`src/design/assert_macros.svh`:
```
// Assertion helpers shared by the RTL files.
// Every check is sampled on aclk and is switched off while aresetn is low.
`ifndef ASSERT_MACROS_SVH
`define ASSERT_MACROS_SVH

// Same-cycle implication: when ante holds, cons must hold on the same edge.
`define ASSERT_IMPL(label, ante, cons, msg) \
    label: assert property (@(posedge aclk) disable iff (!aresetn) \
        (ante) |-> (cons)) else $error(msg);

// Next-cycle implication: when ante holds, cons must hold at the next edge.
`define ASSERT_NEXT(label, ante, cons, msg) \
    label: assert property (@(posedge aclk) disable iff (!aresetn) \
        (ante) |=> (cons)) else $error(msg);

`endif

```
`src/design/pmm_pkg.sv`:
```
// ----------------------------------------------------------------------------
// pmm_pkg
// Types and constants shared by the MIDI parameter mapper: the binding
// layout, the configuration bundle, message codes and arithmetic constants.
// ----------------------------------------------------------------------------
`default_nettype none

package pmm_pkg;

    // Configuration register indexes
    localparam logic [3:0] CFG_LISTEN = 4'd0;
    localparam logic [3:0] CFG_STEP   = 4'd1;
    localparam logic [3:0] CFG_BIND0  = 4'd2;

    localparam int NUM_BIND_REGS = 6;

    // Reset values
    localparam logic [15:0] STEP_RESET = 16'd131;

    // MIDI status types (high nibble)
    localparam logic [3:0] ST_CC       = 4'hB;
    localparam logic [3:0] ST_NOTE_ON  = 4'h9;
    localparam logic [3:0] ST_NOTE_OFF = 4'h8;

    // Result event kinds
    localparam logic [1:0] EV_PARAM    = 2'd0;
    localparam logic [1:0] EV_NOTE_ON  = 2'd1;
    localparam logic [1:0] EV_NOTE_OFF = 2'd2;

    // Q1.15 full scale
    localparam logic [15:0] Q_ONE = 16'd32768;

    // Division by 127 as a reciprocal multiply: (x * ABS_RECIP) >> ABS_SHIFT
    // is exact for every x below 2^22.
    localparam logic [22:0] ABS_RECIP = 23'd4227331;
    localparam int          ABS_SHIFT = 29;
    localparam logic [21:0] ABS_ROUND = 22'd63;

    // Division of a note number by 12: (n * OCT_RECIP) >> OCT_SHIFT, exact
    // for n below 128.
    localparam logic [15:0] OCT_RECIP = 16'd171;
    localparam int          OCT_SHIFT = 11;
    localparam logic [6:0]  SEMIS     = 7'd12;

    // Frequency rounding: Q16 to Q10 with round half up
    localparam logic [30:0] FREQ_ROUND = 31'd32;
    localparam int          FREQ_SHIFT = 6;

    // One binding register, MSB first
    typedef struct packed {
        logic       en;
        logic [3:0] param;
        logic       rel;
        logic [6:0] ctrl;
    } binding_t;

    typedef struct packed {
        logic [3:0]                         listen;
        logic [15:0]                        step;
        binding_t [NUM_BIND_REGS-1:0]       bindings;
    } cfg_t;

    // Lowest octave in Q4.16 Hz, notes 0..11
    function automatic logic [19:0] semi_freq(input logic [3:0] semi);
        logic [19:0] f;
        case (semi)
            4'd0:    f = 20'd535809;
            4'd1:    f = 20'd567670;
            4'd2:    f = 20'd601425;
            4'd3:    f = 20'd637188;
            4'd4:    f = 20'd675077;
            4'd5:    f = 20'd715219;
            4'd6:    f = 20'd757749;
            4'd7:    f = 20'd802807;
            4'd8:    f = 20'd850544;
            4'd9:    f = 20'd901120;
            4'd10:   f = 20'd954703;
            4'd11:   f = 20'd1011473;
            default: f = 20'd0;
        endcase
        return f;
    endfunction

endpackage

`default_nettype wire

```
`src/design/midi_message_param_mapper.sv`:
```
// ----------------------------------------------------------------------------
// midi_message_param_mapper
// Decodes MIDI control change and note messages for one listen channel.
// Control changes update a per-part parameter mirror through the bindings;
// notes report an equal-temperament frequency in Q14.10.
// ----------------------------------------------------------------------------
// Pipeline: stage A, stage B with the mirror read-modify-write, and the
// output register. Throughput: one item per cycle while m_ready does not
// stall the output; the mirror's read and write ports serve every cycle,
// with forwarding between back-to-back items on the same entry.
// Reset: config registers take their defaults, all mirror entries read as
// zero at once (valid bits), pipeline and output are emptied.
`default_nettype none

module midi_message_param_mapper import pmm_pkg::*; #(
    parameter int NUM_PARTS    = 4,
    parameter int NUM_PARAMS   = 16,
    parameter int NUM_BINDINGS = 6
) (
    input  wire logic        aclk,
    input  wire logic        aresetn,

    input  wire logic        cfg_valid,
    output logic             cfg_ready,
    input  wire logic [3:0]  cfg_addr,
    input  wire logic [15:0] cfg_wdata,

    input  wire logic        s_valid,
    output logic             s_ready,
    input  wire logic [7:0]  s_status_byte,
    input  wire logic [6:0]  s_data_one,
    input  wire logic [6:0]  s_data_two,
    input  wire logic [3:0]  s_part_index,

    output logic             m_valid,
    input  wire logic        m_ready,
    output logic [1:0]       m_event_kind,
    output logic [3:0]       m_event_part,
    output logic [3:0]       m_param_index,
    output logic [15:0]      m_param_value,
    output logic [23:0]      m_note_frequency
);

`include "assert_macros.svh"

    localparam int SLOTS  = NUM_PARTS * NUM_PARAMS;
    localparam int SLOT_W = (SLOTS > 1) ? $clog2(SLOTS) : 1;

    cfg_t cfg;

    // ------------------------------------------------------------------
    // Configuration
    // ------------------------------------------------------------------
    assign cfg_ready = 1'b1;

    pmm_cfg u_cfg (
        .aclk    (aclk),
        .aresetn (aresetn),
        .wr_en   (cfg_valid && cfg_ready),
        .wr_addr (cfg_addr),
        .wr_data (cfg_wdata),
        .cfg     (cfg)
    );

    // ------------------------------------------------------------------
    // Handshake and pipeline advance
    // ------------------------------------------------------------------
    logic a_valid_reg;
    logic b_valid_reg;
    logic m_valid_reg;
    logic out_free;
    logic b_free;
    logic a_go;
    logic b_go;
    logic s_go;

    assign out_free = !m_valid_reg || m_ready;
    assign b_free   = !b_valid_reg || out_free;
    assign a_go     = a_valid_reg && b_free;
    assign b_go     = b_valid_reg && out_free;
    assign s_ready  = !a_valid_reg || b_free;
    assign s_go     = s_valid && s_ready;

    // ------------------------------------------------------------------
    // Decode: filter, binding match, slot and octave split
    // ------------------------------------------------------------------
    logic [3:0]  d_type;
    logic        d_ch_ok;
    logic        d_part_ok;
    logic        d_hit;
    binding_t    d_sel;
    logic        d_param_ok;
    logic        d_is_cc;
    logic        d_is_on;
    logic        d_is_off;
    logic        d_keep;
    logic [1:0]  d_kind;
    logic [7:0]  d_slot_full;
    logic [15:0] d_oct_prod;
    logic [3:0]  d_oct;
    logic [6:0]  d_semi_full;

    always_comb begin
        d_type    = s_status_byte[7:4];
        d_ch_ok   = (s_status_byte[3:0] == cfg.listen);
        d_part_ok = ({1'b0, s_part_index} < 5'(NUM_PARTS));

        // Scan from the top so the lowest matching binding wins
        d_hit = 1'b0;
        d_sel = '0;
        for (int i = NUM_BINDINGS - 1; i >= 0; i--) begin
            if (cfg.bindings[i].en && (cfg.bindings[i].ctrl == s_data_one)) begin
                d_hit = 1'b1;
                d_sel = cfg.bindings[i];
            end
        end
        d_param_ok = ({1'b0, d_sel.param} < 5'(NUM_PARAMS));

        d_is_cc  = (d_type == ST_CC) && d_hit && d_param_ok;
        d_is_on  = (d_type == ST_NOTE_ON);
        d_is_off = (d_type == ST_NOTE_OFF);
        d_keep   = d_ch_ok && d_part_ok && (d_is_cc || d_is_on || d_is_off);

        if (d_is_cc) begin
            d_kind = EV_PARAM;
        end else if (d_is_on && (s_data_two != 7'd0)) begin
            d_kind = EV_NOTE_ON;
        end else begin
            d_kind = EV_NOTE_OFF;
        end

        d_slot_full = 8'(s_part_index) * 8'(NUM_PARAMS) + 8'(d_sel.param);

        d_oct_prod  = 16'(s_data_one) * OCT_RECIP;
        d_oct       = d_oct_prod[OCT_SHIFT+3:OCT_SHIFT];
        d_semi_full = s_data_one - 7'(d_oct) * SEMIS;
    end

    // ------------------------------------------------------------------
    // Stage A: mirror read, absolute scaling, frequency
    // ------------------------------------------------------------------
    logic [1:0]        a_kind_reg;
    logic [3:0]        a_part_reg;
    logic [3:0]        a_param_reg;
    logic              a_rel_reg;
    logic [SLOT_W-1:0] a_slot_reg;
    logic [6:0]        a_d2_reg;
    logic [3:0]        a_oct_reg;
    logic [3:0]        a_semi_reg;

    always_ff @(posedge aclk) begin
        if (!aresetn) begin
            a_valid_reg <= 1'b0;
        end else if (s_ready) begin
            a_valid_reg <= s_go && d_keep;
        end
    end

    always_ff @(posedge aclk) begin
        if (s_go) begin
            a_kind_reg  <= d_kind;
            a_part_reg  <= s_part_index;
            a_param_reg <= d_is_cc ? d_sel.param : 4'd0;
            a_rel_reg   <= d_sel.rel;
            a_slot_reg  <= d_slot_full[SLOT_W-1:0];
            a_d2_reg    <= s_data_two;
            a_oct_reg   <= d_oct;
            a_semi_reg  <= d_semi_full[3:0];
        end
    end

    logic [21:0] a_abs_num;
    logic [44:0] a_abs_prod;
    logic [30:0] a_freq_shl;
    logic [30:0] a_freq_rnd;
    logic [23:0] a_freq;

    always_comb begin
        // value/127 rounded to nearest, via reciprocal multiply
        a_abs_num  = {a_d2_reg, 15'd0} + ABS_ROUND;
        a_abs_prod = 45'(a_abs_num) * 45'(ABS_RECIP);

        // Lowest-octave frequency shifted up by the octave, Q16 to Q10
        a_freq_shl = 31'(semi_freq(a_semi_reg)) << a_oct_reg;
        a_freq_rnd = (a_freq_shl + FREQ_ROUND) >> FREQ_SHIFT;
        a_freq     = a_freq_rnd[23:0];
    end

    // ------------------------------------------------------------------
    // Stage B: read-modify-write of the mirror
    // ------------------------------------------------------------------
    logic [1:0]        b_kind_reg;
    logic [3:0]        b_part_reg;
    logic [3:0]        b_param_reg;
    logic              b_rel_reg;
    logic [SLOT_W-1:0] b_slot_reg;
    logic [6:0]        b_d2_reg;
    logic [15:0]       b_abs_reg;
    logic [23:0]       b_freq_reg;

    always_ff @(posedge aclk) begin
        if (!aresetn) begin
            b_valid_reg <= 1'b0;
        end else if (b_free) begin
            b_valid_reg <= a_valid_reg;
        end
    end

    always_ff @(posedge aclk) begin
        if (a_go) begin
            b_kind_reg  <= a_kind_reg;
            b_part_reg  <= a_part_reg;
            b_param_reg <= a_param_reg;
            b_rel_reg   <= a_rel_reg;
            b_slot_reg  <= a_slot_reg;
            b_d2_reg    <= a_d2_reg;
            b_abs_reg   <= a_abs_prod[ABS_SHIFT+15:ABS_SHIFT];
            b_freq_reg  <= (a_kind_reg == EV_PARAM) ? 24'd0 : a_freq;
        end
    end

    logic [15:0]        b_mirror;
    logic signed [23:0] b_rel_prod;
    logic signed [23:0] b_rel_sum;
    logic [15:0]        b_rel_val;
    logic [15:0]        b_new_val;
    logic               b_wr_en;

    pmm_mirror #(
        .DEPTH  (SLOTS),
        .ADDR_W (SLOT_W)
    ) u_mirror (
        .aclk    (aclk),
        .aresetn (aresetn),
        .rd_en   (a_go),
        .rd_addr (a_slot_reg),
        .rd_data (b_mirror),
        .wr_en   (b_wr_en),
        .wr_addr (b_slot_reg),
        .wr_data (b_new_val)
    );

    always_comb begin
        // Signed 7-bit delta times step, added to the stored value, clamped
        b_rel_prod = $signed({{17{b_d2_reg[6]}}, b_d2_reg}) * $signed({8'd0, cfg.step});
        b_rel_sum  = b_rel_prod + $signed({8'd0, b_mirror});
        if (b_rel_sum[23]) begin
            b_rel_val = 16'd0;
        end else if (b_rel_sum > $signed({8'd0, Q_ONE})) begin
            b_rel_val = Q_ONE;
        end else begin
            b_rel_val = b_rel_sum[15:0];
        end

        if (b_kind_reg != EV_PARAM) begin
            b_new_val = 16'd0;
        end else if (b_rel_reg) begin
            b_new_val = b_rel_val;
        end else begin
            b_new_val = b_abs_reg;
        end

        b_wr_en = b_go && (b_kind_reg == EV_PARAM);
    end

    // ------------------------------------------------------------------
    // Output register
    // ------------------------------------------------------------------
    logic [1:0]  m_kind_reg;
    logic [3:0]  m_part_reg;
    logic [3:0]  m_param_reg;
    logic [15:0] m_value_reg;
    logic [23:0] m_freq_reg;

    always_ff @(posedge aclk) begin
        if (!aresetn) begin
            m_valid_reg <= 1'b0;
        end else if (out_free) begin
            m_valid_reg <= b_valid_reg;
        end
    end

    always_ff @(posedge aclk) begin
        if (b_go) begin
            m_kind_reg  <= b_kind_reg;
            m_part_reg  <= b_part_reg;
            m_param_reg <= b_param_reg;
            m_value_reg <= b_new_val;
            m_freq_reg  <= b_freq_reg;
        end
    end

    assign m_valid          = m_valid_reg;
    assign m_event_kind     = m_kind_reg;
    assign m_event_part     = m_part_reg;
    assign m_param_index    = m_param_reg;
    assign m_param_value    = m_value_reg;
    assign m_note_frequency = m_freq_reg;

    `ASSERT_IMPL(a_stall_chain, !s_ready, a_valid_reg && b_valid_reg && m_valid_reg && !m_ready, "input stalled without a full pipeline")
    `ASSERT_IMPL(a_param_shape, m_valid_reg && (m_kind_reg == EV_PARAM), (m_freq_reg == 24'd0) && (m_value_reg <= Q_ONE), "parameter write out of shape")
    `ASSERT_IMPL(a_note_shape, m_valid_reg && (m_kind_reg != EV_PARAM), (m_param_reg == 4'd0) && (m_value_reg == 16'd0), "note event carries a parameter")
    `ASSERT_IMPL(a_part_range, m_valid_reg, {1'b0, m_part_reg} < 5'(NUM_PARTS), "result for a part out of range")

endmodule

`default_nettype wire

```
`src/design/pmm_cfg.sv`:
```
// ----------------------------------------------------------------------------
// pmm_cfg
// Configuration register file: listen channel, relative step and the six
// controller bindings. Writes beyond the register list are ignored.
// ----------------------------------------------------------------------------
`default_nettype none

module pmm_cfg import pmm_pkg::*; (
    input  wire logic        aclk,
    input  wire logic        aresetn,
    input  wire logic        wr_en,
    input  wire logic [3:0]  wr_addr,
    input  wire logic [15:0] wr_data,
    output cfg_t             cfg
);

    logic [3:0]                   listen_reg;
    logic [15:0]                  step_reg;
    binding_t [NUM_BIND_REGS-1:0] bind_reg;

    // Decode the index and update the addressed register
    always_ff @(posedge aclk) begin
        if (!aresetn) begin
            listen_reg <= '0;
            step_reg   <= STEP_RESET;
            bind_reg   <= '0;
        end else if (wr_en) begin
            if (wr_addr == CFG_LISTEN) begin
                listen_reg <= wr_data[3:0];
            end
            if (wr_addr == CFG_STEP) begin
                step_reg <= wr_data;
            end
            for (int i = 0; i < NUM_BIND_REGS; i++) begin
                if (wr_addr == CFG_BIND0 + 4'(i)) begin
                    bind_reg[i] <= binding_t'(wr_data[12:0]);
                end
            end
        end
    end

    assign cfg.listen   = listen_reg;
    assign cfg.step     = step_reg;
    assign cfg.bindings = bind_reg;

endmodule

`default_nettype wire

```
`src/design/pmm_mirror.sv`:
```
// ----------------------------------------------------------------------------
// pmm_mirror
// Parameter mirror store: synchronous single-read, single-write memory with
// per-entry valid bits (an unwritten entry reads as zero) and write-to-read
// forwarding when a read and a write hit the same entry on one edge.
// ----------------------------------------------------------------------------
`default_nettype none

module pmm_mirror #(
    parameter int DEPTH  = 64,
    parameter int ADDR_W = 6
) (
    input  wire logic              aclk,
    input  wire logic              aresetn,
    input  wire logic              rd_en,
    input  wire logic [ADDR_W-1:0] rd_addr,
    output logic [15:0]            rd_data,
    input  wire logic              wr_en,
    input  wire logic [ADDR_W-1:0] wr_addr,
    input  wire logic [15:0]       wr_data
);

`include "assert_macros.svh"

    logic [15:0]      mem [DEPTH];
    logic [DEPTH-1:0] vld_reg;
    logic [15:0]      ram_q_reg;
    logic             vld_q_reg;
    logic             fwd_reg;
    logic [15:0]      fwd_data_reg;

    // Memory array: write port and registered read port
    always_ff @(posedge aclk) begin
        if (wr_en) begin
            mem[wr_addr] <= wr_data;
        end
        if (rd_en) begin
            ram_q_reg    <= mem[rd_addr];
            fwd_data_reg <= wr_data;
        end
    end

    // Valid bits and forwarding flag
    always_ff @(posedge aclk) begin
        if (!aresetn) begin
            vld_reg   <= '0;
            vld_q_reg <= 1'b0;
            fwd_reg   <= 1'b0;
        end else begin
            if (rd_en) begin
                vld_q_reg <= vld_reg[rd_addr];
                fwd_reg   <= wr_en && (wr_addr == rd_addr);
            end
            if (wr_en) begin
                vld_reg[wr_addr] <= 1'b1;
            end
        end
    end

    // Forwarded write wins over the stale array word
    assign rd_data = fwd_reg   ? fwd_data_reg :
                     vld_q_reg ? ram_q_reg    : 16'd0;

    `ASSERT_NEXT(a_fwd_same_entry, rd_en && wr_en && (rd_addr == wr_addr), rd_data == $past(wr_data), "mirror read missed a same-edge write")

endmodule

`default_nettype wire
```
`config.mk`:
```
export PLATFORM = sky130hd
export DESIGN_NAME = midi_message_param_mapper
export DESIGN_NICKNAME = d
export VERILOG_FILES = /design/src/design/pmm_pkg.sv /design/src/design/midi_message_param_mapper.sv /design/src/design/pmm_cfg.sv /design/src/design/pmm_mirror.sv
export VERILOG_INCLUDE_DIRS = /design/src /design/src/design
export SDC_FILE = /design/constraint.sdc
export NUM_CORES = 2
export LEC_CHECK = 0
export BUFFER_PORTS_ARGS = -buffer_cell sky130_fd_sc_hd__buf_2
export CORE_UTILIZATION = 52
export CTS_BUF_LIST = sky130_fd_sc_hd__clkbuf_4
export CTS_CLUSTER_SIZE = 40
export DETAILED_ROUTE_END_ITERATION = 8
export GPL_TIMING_DRIVEN = 0
export MAX_ROUTING_LAYER = met4
export PLACE_DENSITY = 0.7
export SLEW_MARGIN = 10
export SYNTH_ARGS = -nofsm -noshare
export SYNTH_HDL_FRONTEND = slang
export SYNTH_SLANG_ARGS = --single-unit
```
`constraint.sdc`:
```
create_clock -name aclk -period 9.5 [get_ports aclk]
set_input_delay 2.85 -clock aclk [delete_from_list [all_inputs] [get_ports aclk]]
set_output_delay 2.85 -clock aclk [all_outputs]
set_load 0.02 [all_outputs]
```
==> run metrics <==
Bufs on Longest Clock Path=4; P&R area growth vs syn=14.9%; Die Y=~340 um; Worst EP arrival=approximately 9.5 ns; Num Clock Sinks=about 1400; crit path from=u_mirror.fwd_reg; final setup vio count=0; clock slew at reported path FFs=around 0.070 ns; flip-flop and latch count after synthesis=between 1000 and 1500; fmax=approximately 120 MHz; share of layout cells above drive strength 1=around 29%; Seq/Total Area, Yosys=about 65%; post_cts resized=0; Crit Path Max Fanout=33; Layout Skew=0.108 ns; Synth area leaders=edfxtp_1 (59%), mux4_2 (13%), dfxtp_1 (6.2%); CTS Buf Count=~370; Worst Tran Pin Value=1.32 ns; TritonCTS clock tree=built; commonest cells after routing, fill and taps aside=edfxtp_1 (1198), clkbuf_4 (519), mux4_2 (358); total number of vias=34200; Pwr Density=approximately 180 nW/um^2; post-synth top area share=59.2%; RSZ-0062 raised after global routing=false; startpoint types=register; Netlist cell types=70; Final #Nets=4412; worst min path class=reg2reg; Place WS=0.959 ns; Rows=between 100 and 150; fin crit period=between 8 and 9 ns; Detailed Place HPWL=around 100 mm; Syn Inst Count=3540; final worst-path cycle share=between 80% and 90%; WP data required=between 10 and 15 ns; global-route wire length before repair=~220 mm; antenna violations before repair=4; syn_area_per_cell=~17 um^2; worst hold start=b_freq_reg[1]; total routed wirelength=147 mm; number of global-route vias before repair=around 35000; reg2reg setup slack=between 1 and 1.5 ns; P_leak=about 26 nW; vias per cell=~5.8; grt ovf=0; Hold Fails Final Rpt=0; core area=116000 um^2; Total GRT Usage=about a quarter; Worst path slowest cell=o21ai_4; Starting DRT DRC Count=about 3200; max_cap viols=0; predominant post-synthesis flop cell=edfxtp_1; post-synth top area cell=edfxtp_1; largest net degree at the start of global routing=68; Residual DRC=0; most common cell after layout, fill and taps aside=edfxtp_1; Worst IR Drop VDD=0.000117 V; Root Driver=clkbuf_4; PortBufs=97; Fin Setup TNS=0 ns; DRT Pass-1 Iters=5; htree depth=5; crit path kind=reg2reg; postcts setup bufs=0; syn_nets=3852; Max Transition Viols Final=0; run status=completed; start of the worst register-to-register path=u_mirror.fwd_reg; Post-synth EDFFs=1198; worst setup margin=around 1.1 ns; antenna viol nets, final=0; Routability Congestion=around 0.93; Largest register FFs=between 1000 and 1500; hold buffer count at CTS=0; element type at the critical path end=register; Slew HR=roughly 12%; fill cell count=8628; Post-Syn Area=approximately 60000 um^2; per-cell routed wire length=24.9 um; Starting Density=a little over half; Slowest Stage Delay on Critical Path=roughly 0.79 ns; Power, Total=12.9 mW; total of warnings raised by yosys=0; Post-synth ARST share=0%; Die ar.=around 120000 um^2; Boundary Pins=~100; Worst-Skew Late Latency=about 1.3 ns; Die W=roughly 340 um
-- final timing paths --
check                                       endpoint  cells past startpoint
worst max-delay path            u_mirror.mem[34][10]                     26
worst min-delay path             m_note_frequency[1]                      0
worst max register to register  u_mirror.mem[34][10]                     26
worst min register to register   m_note_frequency[1]                      0
-- synthesized netlist by cell type (8+ instances only) --
library cell / n
nand2_1: 205
mux2i_1: 78
o21ai_0: 55
nor2b_1: 79
nor3_1: 24
xor2_1: 32
dfxtp_1: 187
mux4_2: 358
buf_2: 22
a21boi_0: 55
nand3b_1: 10
edfxtp_1: 1198
mux4_1: 16
o21a_1: 76
nand3_1: 28
and3_1: 13
nor2_1: 134
mux2_2: 12
ha_1: 166
buf_1: 13
fa_1: 95
xnor2_1: 75
o211ai_1: 8
clkbuf_1: 134
nand4_1: 27
a22o_1: 19
nor4_1: 8
a21oi_1: 38
and2_1: 84
inv_1: 199
-- power by group --
group	switching (mW)	internal, mW
logic	0.678	0.536
clock network	2.36	2.67
registers	0.0528	6.60
-- critical path, delay by kind of cell, from the launching register on --
kind,cells,cell delay (ns)
AO/OA/AOI/OAI,5,2.12
XOR/XNOR,1,0.12
adder cells (fa/ha/maj),5,2.39
buffers and inverters,10,2.06
flip-flops,1,0.31
AND/OR/NAND/NOR,5,1.16
-- metrics by stage --
step / utilization, % / instances / hold WS, ns / area [um^2]
final: 60.2 / 5881 / 0.405 / 69800
after global routing: 60.2 / 5879 / 0.401 / 69800
after CTS: 60.2 / 5873 / 0.406 / 69800
after detailed placement: 56.3 / 5256 / 0.405 / 65400
after global placement: 54.4 / 5161 / 0.400 / 63200
after floorplan: - / 3540 / 0.400 / 60800
-- cell families after synthesis --
group,after synthesis,synth area share [%]
xor gates and xnor gates,107,1.54
adders and majority gates,261,6.55
AOI/OAI and AO/OA,301,3.41
muxes,464,15.5
buffers and inverters,374,2.41
and+or+nand+nor,647,5.28
other,1,0.00617
DFF,1385,65.3
-- per-layer routing --
layer,vias up,share of wire (%),GRT usage [%]
met5,-,0,-
met4,0,3.0,9.35
met3,258,8.0,5.65
met2,1503,49,41.7
met1,17500,40,33.7
li1,15000,-,-
-- layout make-up --
type | count | area (um^2) | area share [%]
timing repair buffer | 192 | 2280 | 3.26
multi-input combinational | 1781 | 20000 | 28.6
sequential | 1385 | 39700 | 56.9
buffer | 174 | 718 | 1.03
tap | 1524 | 1910 | 2.73
clock buffer | 519 | 3900 | 5.58
inverter | 200 | 753 | 1.08
clock inverter | 98 | 558 | 0.799
antenna | 8 | 20.0 | 0.0287
Power figures use the tool's default switching activity.
